$ cat config.mk
export PLATFORM = sky130hd
export DESIGN_NAME = digitizer_event_feature_extractor
export DESIGN_NICKNAME = d
export VERILOG_FILES = /design/src/rtl/core/dfe_pkg.sv /design/src/rtl/core/digitizer_event_feature_extractor.sv
export SDC_FILE = /design/constraint.sdc
export NUM_CORES = 2
export LEC_CHECK = 0
export CAP_MARGIN = 20
export CORE_MARGIN = 1.5
export CORE_UTILIZATION = 40
export DETAILED_ROUTE_END_ITERATION = 8
export DONT_BUFFER_PORTS = 1
export SLEW_MARGIN = 40
export SYNTH_ARGS = -nofsm -noshare
export SYNTH_HDL_FRONTEND = slang
export SYNTH_SLANG_ARGS = --single-unit
$ cat constraint.sdc
create_clock -name clk -period 51.2 [get_ports clk]
set_input_delay 2.56 -clock clk [delete_from_list [all_inputs] [get_ports clk]]
set_output_delay 2.56 -clock clk [all_outputs]
set_load 0.005 [all_outputs]
$ cat src/rtl/core/dfe_pkg.sv
// Shared types and constants of the digitizer event feature extractor.
`default_nettype none

package dfe_pkg;

    // Stream widths
    localparam int IN_W  = 32;
    localparam int OUT_W = 248;

    // Field widths
    localparam int CH_W    = 12;
    localparam int TS_W    = 48;
    localparam int FMT_W   = 4;
    localparam int CNT_W   = 27;
    localparam int SMP_W   = 16;
    localparam int HLEN_W  = 5;

    // Buffer header word positions
    localparam logic [2:0] HDR_CHANNEL = 3'd3;
    localparam logic [2:0] HDR_EVENTS  = 3'd4;
    localparam logic [2:0] HDR_WORDS   = 3'd5;
    localparam logic [2:0] HDR_FILTER  = 3'd6;
    localparam logic [2:0] HDR_LAST    = 3'd7;

    // Event header lengths
    localparam logic [HLEN_W-1:0] HLEN_BASE = 5'd3;
    localparam logic [HLEN_W-1:0] HLEN_FMT0 = 5'd7;
    localparam logic [HLEN_W-1:0] HLEN_FMT1 = 5'd2;
    localparam logic [HLEN_W-1:0] HLEN_FMT2 = 5'd3;
    localparam logic [HLEN_W-1:0] HLEN_FMT3 = 5'd2;

    // Start values of the running extremes
    localparam logic [SMP_W-1:0] SAMPLE_MIN_START = 16'd16384;
    localparam logic [31:0]      FILTER_MIN_START = 32'h7fff_ffff;
    localparam logic [31:0]      FILTER_OFFSET    = 32'h0800_0000;

    // Result item, lowest field last
    typedef struct packed {
        logic               pad;
        logic signed [31:0] filter_min;
        logic signed [31:0] filter_max;
        logic [SMP_W-1:0]   sample_min;
        logic [CNT_W-1:0]   sample_max_index;
        logic [SMP_W-1:0]   sample_max;
        logic [CNT_W-1:0]   sample_count;
        logic [FMT_W-1:0]   header_format;
        logic [31:0]        event_number;
        logic [TS_W-1:0]    timestamp;
        logic               channel_mismatch;
        logic [CH_W-1:0]    channel;
    } result_t;

endpackage

`default_nettype wire

$ cat src/rtl/core/digitizer_event_feature_extractor.sv
// Top level of the digitizer event feature extractor.
`default_nettype none

// Takes a digitizer readout stream one 32-bit word per item: an 8-word buffer
// header (channel, event count, words per event, filter word count), then the
// events back to back. The first event of a buffer fixes the format bits,
// the event header length and the sample count. One result item leaves on the
// last word of each event with channel, timestamp, sample and filter extremes.
// Every word is handled by the logic between the state registers and the
// result register, so one word per cycle is taken while input does not stall. A
// result sits in an output register backed by one skid entry; input stalls
// only when both hold a result not yet taken.
module digitizer_event_feature_extractor (
    input  wire logic                 clk,
    input  wire logic                 rst_n,
    input  wire logic                 s_tvalid,
    output logic                      s_tready,
    input  wire logic [dfe_pkg::IN_W-1:0]  s_tdata,  // [31:0] word
    output logic                      m_tvalid,
    input  wire logic                 m_tready,
    // [11:0] channel, [12] channel_mismatch, [60:13] timestamp,
    // [92:61] event_number, [96:93] header_format, [123:97] sample_count,
    // [139:124] sample_max, [166:140] sample_max_index, [182:167] sample_min,
    // [214:183] filter_max, [246:215] filter_min, [247] zero
    output logic [dfe_pkg::OUT_W-1:0] m_tdata
);
    import dfe_pkg::*;

    localparam logic PHASE_HEADER = 1'b0;
    localparam logic PHASE_EVENT  = 1'b1;

    // State registers
    logic               phase_reg,            phase_next;
    logic [2:0]         hdr_count_reg,        hdr_count_next;
    logic [31:0]        buffer_channel_reg,   buffer_channel_next;
    logic [31:0]        events_total_reg,     events_total_next;
    logic [31:0]        event_words_reg,      event_words_next;
    logic [31:0]        filter_count_reg,     filter_count_next;
    logic [FMT_W-1:0]   format_reg,           format_next;
    logic [HLEN_W-1:0]  hlen_reg,             hlen_next;
    logic [CNT_W-1:0]   samples_reg,          samples_next;
    logic               first_event_reg,      first_event_next;
    logic [31:0]        word_idx_reg,         word_idx_next;
    logic [31:0]        event_count_reg,      event_count_next;
    logic [31:0]        first_word_reg,       first_word_next;
    logic [31:0]        time_low_reg,         time_low_next;
    logic [SMP_W-1:0]   smax_reg,             smax_next;
    logic [CNT_W-1:0]   smax_idx_reg,         smax_idx_next;
    logic [SMP_W-1:0]   smin_reg,             smin_next;
    logic signed [31:0] fmax_reg,             fmax_next;
    logic signed [31:0] fmin_reg,             fmin_next;

    // Output register and skid entry
    result_t out_reg, skid_reg;
    logic    out_valid_reg, skid_valid_reg;

    logic    take;
    logic    emit;
    result_t res;

    // Working values of the event path
    logic [HLEN_W-1:0]  hl;
    logic [CNT_W-1:0]   s_end;
    logic [32:0]        f_end;
    logic [31:0]        rel;
    logic [CNT_W-1:0]   base;
    logic               in_samples, in_filter;
    logic [SMP_W-1:0]   s_lo, s_hi, max_a, min_a;
    logic [CNT_W-1:0]   idx_a;
    logic signed [31:0] fval;
    logic [31:0]        count_inc;
    logic [CH_W-1:0]    ch;

    assign s_tready = !skid_valid_reg;
    assign take     = s_tvalid && s_tready;

    // Work out the next state and the result of the current word
    always_comb
    begin
        phase_next          = phase_reg;
        hdr_count_next      = hdr_count_reg;
        buffer_channel_next = buffer_channel_reg;
        events_total_next   = events_total_reg;
        event_words_next    = event_words_reg;
        filter_count_next   = filter_count_reg;
        format_next         = format_reg;
        hlen_next           = hlen_reg;
        samples_next        = samples_reg;
        first_event_next    = first_event_reg;
        word_idx_next       = word_idx_reg;
        event_count_next    = event_count_reg;
        first_word_next     = first_word_reg;
        time_low_next       = time_low_reg;
        smax_next           = smax_reg;
        smax_idx_next       = smax_idx_reg;
        smin_next           = smin_reg;
        fmax_next           = fmax_reg;
        fmin_next           = fmin_reg;
        emit                = 1'b0;

        // Region bounds from the registered header length and sample count
        hl         = hlen_reg;
        s_end      = CNT_W'(hl) + CNT_W'(samples_reg[CNT_W-1:1]);
        f_end      = 33'(s_end) + 33'(filter_count_reg);
        rel        = word_idx_reg - 32'(hl);
        base       = {rel[CNT_W-2:0], 1'b0};
        in_samples = (word_idx_reg >= 32'(hl)) && (word_idx_reg < 32'(s_end));
        in_filter  = (word_idx_reg >= 32'(s_end)) && ({1'b0, word_idx_reg} < f_end);
        s_lo       = s_tdata[15:0];
        s_hi       = s_tdata[31:16];
        fval       = s_tdata - FILTER_OFFSET;
        count_inc  = event_count_reg + 32'd1;
        max_a      = smax_reg;
        idx_a      = smax_idx_reg;
        min_a      = smin_reg;

        if (take)
        begin
            if (phase_reg == PHASE_HEADER)
            begin
                // Capture the buffer header words
                case (hdr_count_reg)
                    HDR_CHANNEL: buffer_channel_next = s_tdata;
                    HDR_EVENTS:  events_total_next   = s_tdata;
                    HDR_WORDS:   event_words_next    = s_tdata;
                    HDR_FILTER:  filter_count_next   = s_tdata;
                    default:     ;
                endcase
                if (hdr_count_reg == HDR_LAST)
                begin
                    hdr_count_next = 3'd0;
                    if (events_total_reg != 32'd0 && event_words_reg != 32'd0)
                    begin
                        phase_next       = PHASE_EVENT;
                        event_count_next = 32'd0;
                        word_idx_next    = 32'd0;
                        first_event_next = 1'b1;
                    end
                end
                else
                begin
                    hdr_count_next = hdr_count_reg + 3'd1;
                end
            end
            else
            begin
                // Event word 0 opens the event and resets the extremes
                if (word_idx_reg == 32'd0)
                begin
                    first_word_next = s_tdata;
                    time_low_next   = 32'd0;
                    if (first_event_reg)
                    begin
                        format_next  = s_tdata[FMT_W-1:0];
                        hl = HLEN_BASE
                           + (s_tdata[0] ? HLEN_FMT0 : '0)
                           + (s_tdata[1] ? HLEN_FMT1 : '0)
                           + (s_tdata[2] ? HLEN_FMT2 : '0)
                           + (s_tdata[3] ? HLEN_FMT3 : '0);
                        hlen_next    = hl;
                        samples_next = '0;
                    end
                    smax_next     = '0;
                    smax_idx_next = '0;
                    smin_next     = SAMPLE_MIN_START;
                    fmax_next     = '0;
                    fmin_next     = FILTER_MIN_START;
                end
                else if (word_idx_reg == 32'd1)
                begin
                    time_low_next = s_tdata;
                end

                // Latch the sample count from the first event's count word
                if (first_event_reg && word_idx_reg == 32'(hl) - 32'd1)
                    samples_next = {s_tdata[CNT_W-2:0], 1'b0};

                if (in_samples)
                begin
                    // Low half first, then high half
                    if (s_lo > max_a)
                    begin
                        max_a = s_lo;
                        idx_a = base;
                    end
                    if (s_lo < min_a)
                        min_a = s_lo;
                    if (s_hi > max_a)
                    begin
                        max_a = s_hi;
                        idx_a = {rel[CNT_W-2:0], 1'b1};
                    end
                    if (s_hi < min_a)
                        min_a = s_hi;
                    smax_next     = max_a;
                    smax_idx_next = idx_a;
                    smin_next     = min_a;
                end
                else if (in_filter)
                begin
                    if (fval > fmax_reg)
                        fmax_next = fval;
                    if (fval < fmin_reg)
                        fmin_next = fval;
                end

                // Close the event on its last word
                if (word_idx_reg == event_words_reg - 32'd1)
                begin
                    emit             = 1'b1;
                    event_count_next = count_inc;
                    word_idx_next    = 32'd0;
                    first_event_next = 1'b0;
                    if (count_inc == events_total_reg)
                    begin
                        phase_next     = PHASE_HEADER;
                        hdr_count_next = 3'd0;
                    end
                end
                else
                begin
                    word_idx_next = word_idx_reg + 32'd1;
                end
            end
        end

        // Assemble the result item
        ch                   = first_word_next[15:4];
        res.pad              = 1'b0;
        res.channel          = ch;
        res.channel_mismatch = (32'(ch) != buffer_channel_reg);
        res.timestamp        = {first_word_next[31:16], time_low_next};
        res.event_number     = event_count_reg;
        res.header_format    = format_next;
        res.sample_count     = samples_next;
        res.sample_max       = smax_next;
        res.sample_max_index = smax_idx_next;
        res.sample_min       = smin_next;
        res.filter_max       = fmax_next;
        res.filter_min       = fmin_next;
    end

    // Advance the state
    always_ff @(posedge clk or negedge rst_n)
    begin
        if (!rst_n)
        begin
            phase_reg          <= PHASE_HEADER;
            hdr_count_reg      <= '0;
            buffer_channel_reg <= '0;
            events_total_reg   <= '0;
            event_words_reg    <= '0;
            filter_count_reg   <= '0;
            format_reg         <= '0;
            hlen_reg           <= HLEN_BASE;
            samples_reg        <= '0;
            first_event_reg    <= 1'b1;
            word_idx_reg       <= '0;
            event_count_reg    <= '0;
            first_word_reg     <= '0;
            time_low_reg       <= '0;
            smax_reg           <= '0;
            smax_idx_reg       <= '0;
            smin_reg           <= SAMPLE_MIN_START;
            fmax_reg           <= '0;
            fmin_reg           <= FILTER_MIN_START;
        end
        else
        begin
            phase_reg          <= phase_next;
            hdr_count_reg      <= hdr_count_next;
            buffer_channel_reg <= buffer_channel_next;
            events_total_reg   <= events_total_next;
            event_words_reg    <= event_words_next;
            filter_count_reg   <= filter_count_next;
            format_reg         <= format_next;
            hlen_reg           <= hlen_next;
            samples_reg        <= samples_next;
            first_event_reg    <= first_event_next;
            word_idx_reg       <= word_idx_next;
            event_count_reg    <= event_count_next;
            first_word_reg     <= first_word_next;
            time_low_reg       <= time_low_next;
            smax_reg           <= smax_next;
            smax_idx_reg       <= smax_idx_next;
            smin_reg           <= smin_next;
            fmax_reg           <= fmax_next;
            fmin_reg           <= fmin_next;
        end
    end

    // Hold results in the output register, spill into the skid entry on stall
    always_ff @(posedge clk or negedge rst_n)
    begin
        if (!rst_n)
        begin
            out_valid_reg  <= 1'b0;
            skid_valid_reg <= 1'b0;
        end
        else if (m_tready || !out_valid_reg)
        begin
            out_valid_reg  <= skid_valid_reg || emit;
            skid_valid_reg <= 1'b0;
        end
        else if (emit)
        begin
            skid_valid_reg <= 1'b1;
        end
    end

    always_ff @(posedge clk)
    begin
        if (m_tready || !out_valid_reg)
        begin
            if (skid_valid_reg)
                out_reg <= skid_reg;
            else if (emit)
                out_reg <= res;
        end
        else if (emit)
        begin
            skid_reg <= res;
        end
    end

    assign m_tvalid = out_valid_reg;
    assign m_tdata  = out_reg;

endmodule

`default_nettype wire
# Word-level counts from Yosys, hierarchy flattened
# Index checks and enable logic that the tools add are counted.
# op_classes
n_bitwise	2
n_div	0
addsub	13
muxes	86
magnitude_cmp	10
n_eq_ne	12
reduce_logical	27
shifts	0
mul	0
# op_table
op	n
two-way mux 32 bit	25
two-way mux 247 bit	2
two-way mux 27 bit	11
two-way mux 16 bit	18
== test 32 bit	3
adder 32 x 1 -> 32 bit, second input constant	2
nonzero test 32 bit	2
adder 27 x 32 -> 33 bit	1
less-than comparator 32 x 33 -> 1 bit	1
== test 32 x 1 -> 1 bit, second input constant	1
greater-or-equal comparator 32 x 27 -> 1 bit	1
greater-or-equal comparator 32 x 5 -> 1 bit	1
> comparator 16 bit	2
> comparator 32 bit	1
logical NOT 32 bit	1
less-than comparator 16 bit	2
less-than comparator 32 x 27 -> 1 bit	1
less-than comparator 32 bit	1
!= test 12 x 32 -> 1 bit	1
subtractor 32 x 1 -> 32 bit, second input constant	1
subtractor 32 x 28 -> 32 bit, second input constant	1
adder 5 x 26 -> 27 bit	1
subtractor 26 x 5 -> 26 bit	1
AND reduction 3 bit	7
other kinds (20)	62
# word_totals
memories	0
wordCells	194
romBits	0
latch_bits	0
out_inout_bits	250
ram_bits	0
in_bits	36
ff_bits	916

# Depth between registers and ports, before layout
# depth
depth_word	17
ltp_mapped	32
mapped_depth_nobuf	30

# Least setup slack after synthesis
# Ideal clock, no wire load.
# synth_path
kind	input port to flip-flop
from	input s_tvalid
to	register skid_reg[0] in the netlist's numbering, enable pin
arrival_ns	19.734
n_path_buf	1
slack_ns	30.309
t_required_ns	50.043
setup_time_ns	1.157
path_stages	4
cell_sequence	nor2b_1 > clkbuf_1 > nand2_1 > nor3_1
# synth_via
elab_chain_cells	3
# synth_lines
item	line	text
start: declaration	digitizer_event_feature_extractor.sv:16	input wire logic s_tvalid,
logical AND 1 bit	digitizer_event_feature_extractor.sv:75	assign take = s_tvalid && s_tready;
two-way mux 1 bit	digitizer_event_feature_extractor.sv:117	if (take)
AND reduction 2 bit (no source line)	--	
end signal: assignment	digitizer_event_feature_extractor.sv:322	skid_reg <= res;
end: declaration	digitizer_event_feature_extractor.sv:54	result_t out_reg, skid_reg;
# Every way passes these cells.
# A chain may end at the register's enable or synchronous reset.

# Worst setup path after layout
# layout_path
from	register hlen_reg[0]
to	register out_reg, in the netlist m_tdata[242] (data pin)
# layout_via
elab_chain_cells	10
elab_cells_between_ends	14
cone_classes	add/sub: 2; order compare: 4; mux: 6; reduce/logical: 2
# layout_lines
item	line	text
start: declaration	digitizer_event_feature_extractor.sv:40	logic [HLEN_W-1:0] hlen_reg, hlen_next;
start signal: assignment	digitizer_event_feature_extractor.sv:277	hlen_reg <= hlen_next;
adder 5 x 26 -> 27 bit	digitizer_event_feature_extractor.sv:103	s_end = CNT_W'(hl) + CNT_W'(samples_reg[CNT_W-1:1]);
adder 27 x 32 -> 33 bit	digitizer_event_feature_extractor.sv:104	f_end = 33'(s_end) + 33'(filter_count_reg);
less-than comparator 32 x 33 -> 1 bit	digitizer_event_feature_extractor.sv:108	in_filter = (word_idx_reg >= 32'(s_end)) && ({1'b0, word_idx_reg} < f_end);
logical AND 1 bit	digitizer_event_feature_extractor.sv:108	
two-way mux 32 bit	digitizer_event_feature_extractor.sv:199	else if (in_filter)
two-way mux 32 bit (*)	digitizer_event_feature_extractor.sv:178	if (in_samples)
two-way mux 32 bit (*)	digitizer_event_feature_extractor.sv:119	if (phase_reg == PHASE_HEADER)
two-way mux 32 bit (*)	digitizer_event_feature_extractor.sv:117	
two-way mux 247 bit (*)	digitizer_event_feature_extractor.sv:317	else if (emit)
two-way mux 247 bit (*)	digitizer_event_feature_extractor.sv:315	if (skid_valid_reg)
end signal: assignment	digitizer_event_feature_extractor.sv:316	out_reg <= skid_reg;
end signal: assignment	digitizer_event_feature_extractor.sv:318	out_reg <= res;
end: declaration	digitizer_event_feature_extractor.sv:54	
# Mark *: on every way between the ends. The rest lies on a longest branch, timed or not. The select of a mux whose other input is x is not followed.

==> reports/qor.txt <==
Status: finished clean
Largest net degree at the start of global routing: 419
Critical path launch point type: flip-flop
Internal Power: 1.86 mW
Worst slew pin tran: 953 ps
Port-buffer cells: 0
Buffers & Inverters on Critical Path: 3
Syn nets: 4,372
Die X: 341 microns
Synth Cell Area: 45,800 sq um
Share of the synthesized area in the top cell type: 0.324
Worst Skew: 84.5 ps
Synth Instances: 4,089
Max_slew headroom: 0.365
DR iter-0 viols: 3,273
Static Leak: 20.5 nW
H-tree lvl count: 3
Final Net Count: 4,297
Area delta synth->final: 10.7%
Postcts setup bufs: 0
# IOs: 286
Detailed Place HPWL: 94.1 mm
Synth top area cells: edfxtp_1 (32%), dfrtp_1 (21%), ha_1 (6.6%)
Total number of vias: 31,900
Die Ht: 341 microns
Setup CP Type: flip-flop to flip-flop
Worst Path Arrival: 9130 ps
First-pass GRT wire length: 207 mm
Post-route ant nets: 0
Max-slew violation count: 0
Num Clock Sinks: 912
P_sw: 1.12 mW
Clock-pin slew on the worst setup and hold paths: 60 ps
Overall routing resource usage: 0.239
Routability Congestion: 0.917
FP Rows: 123
Post-synthesis register bit count: 912
Via density: 5.69
Post-synth top flop: edfxtp_1
Part of the cycle the worst path needs: 0.169
Root Driver: clkbuf_16
Initial Utilization: 0.405
Final hold violation count: 0
Final worst path period need: 8660 ps
Post-route DRC: 0
Wire per inst: 25.1 microns
Worst path max stage delay: 660 ps
Number of global-route vias before repair: 30,500
Critical Path RT: 51,670 ps
Setup violators final: 0
Cell Pwr Density: 58.9 nW/um^2
Fraction of layout cells with a size suffix above 1: 0.113
Gate power share: 0.382
Avg Inst Size Synth: 11.2 sq um
Crit end category: flip-flop
Post-synthesis sequential area ratio: 0.553
Core area: 113,000 sq um
Most frequent cell after synthesis: nand2_1
Slowest cell on the critical path: a2111oi_0
WL final: 141 mm
Hold_ws: 486 ps
Clk buf depth: 3
Top post-synthesis cells by count: nand2_1 (526), edfxtp_1 (494), dfrtp_1 (383), ha_1 (243), o21ai_0 (242)
Reg power frac: 0.374
Final setup TNS: 0 ps
Max-Cap Viols: 0
GRT overflow: 0
Delay-heaviest family, CP: compound AO/OA/AOI/OAI gates
EDFF count, synth: 494
First-pass detailed-route iteration total: 5
Worst-path maximum fanout: 52
Worst hold path class: flip-flop to flip-flop
Distinct cells, synth: 88
RSZ-0062 raised after global routing: no
Die area: 117,000 sq um
Antenna violations before repair: 7
Yosys Warn Count: 0
Post-CTS Resized: 0
Async SR Flop Fraction: 0.458
Placed Cells: 5,409
Final Non-Filler Cells: 5,603
TritonCTS clock tree: built
Cts hold-fix bufs: 0
Max Fclk: 115 MHz
Cell taking the most area after synthesis: edfxtp_1
Clk Latency, worst-skew pair: 720 ps
CTS buffer count: 98
Switch share: 0.377
Max VDD drop: 44.2 uV
Clock Power Share: 0.245
worst register-to-register path: cells and delay by family, from the launching register on:
kind	cells	cell delay [ps]
compound gates	13	4190
simple gates	9	1470
fa+ha+maj	4	1280
buf+inv	3	800
xor+xnor	2	280
flops	1	400
layout by cell type, fill, tap and decap left out, types with 19 or more instances in the layout:
master,count
a211oi_1,32
a21o_1,69
a21oi_1,123
a22o_1,25
a31oi_1,24
and3_1,39
buf_4,34
clkbuf_1,27
clkbuf_16,98
clkinv_1,19
dfrtp_1,382
dfstp_2,35
edfxtp_1,494
ha_1,243
inv_1,189
mux2_2,184
mux2i_1,72
nand2_1,525
nand2b_1,29
nand3_1,71
nand4_1,66
nor2_1,220
nor2b_1,25
nor3_1,75
nor4_1,43
o211ai_1,69
o21a_1,35
o21ai_0,241
o22ai_1,35
o31ai_1,60
or3_1,25
xnor2_1,94
xor2_1,95
routing by layer:
metal	wire length, microns	part of all wire	global-route usage	vias to the layer above
met4	4260	0.030	0.0838	0
met2	62200	0.44	0.357	1074
met1	61700	0.44	0.330	15800
met5	0	0	0	-
li1	-	-	-	14800
met3	12500	0.089	0.0688	191
power groups by stage:
stage                     sequential (mW)  clock (mW)  combinational, mW
final                                1.12       0.730               1.14
after global routing                 1.13       0.773               1.27
after CTS                            1.11       0.744               1.13
after detailed placement             1.13           0               1.12
after global placement               1.12           0               1.10
after floorplan                      1.08           0              0.824
cell type report:
class	instances	area, sq um
Clock buffer	132	2650
Clock inverter	54	644
Multi-Input combinational cell	2764	19000
Tap cell	1500	1880
Timing Repair Buffer	48	499
Antenna cell	3	7.51
Inverter	190	716
Fill cell	10400	62400
Sequential cell	912	25300
logic make-up (layout without fill, tap and decap cells):
kind of cell               Yosys count  in the layout  synth area share
xor gates and xnor gates           189            189            0.0361
muxes                              256            256            0.0609
buffers and inverters              413            424            0.0348
other                                1              4         0.0000818
AOI/OAI and AO/OA                  836            836             0.119
DFF                                912            912             0.553
and+or+nand+nor                   1235           1235             0.128
adders and majority gates          247            247            0.0681
worst paths after layout:
kind	startpoint	slack, ps	endpoint	cells after the start
worst max-delay path	hlen_reg[0]	42540	m_tdata[242]	31
worst min-delay path	smax_idx_reg[26]	490	smax_idx_reg[26]	2
worst max register to register	hlen_reg[0]	42540	m_tdata[242]	31
worst min register to register	smax_idx_reg[26]	490	smax_idx_reg[26]	2
max in group asynchronous	rst_n	47350	samples_reg[11]	3
min in group asynchronous	rst_n	1770	event_count_reg[8]	1
per-stage QoR:
| step | total power, mW | setup slack [ps] | instance area [sq um] | utilization |
|---|---|---|---|---|
| 2_1_floorplan | 1.90 | 30310 | 45800 | - |
| 5_1_grt | 3.17 | 42020 | 50700 | 0.448 |
| 3_5_place_dp | 2.24 | 42690 | 47300 | 0.418 |
| 6_report | 2.99 | 42540 | 50700 | 0.449 |
| 3_3_place_gp | 2.23 | 42780 | 47200 | 0.418 |
| 4_1_cts | 2.98 | 42640 | 50600 | 0.447 |
Power figures use the tool's default switching activity.
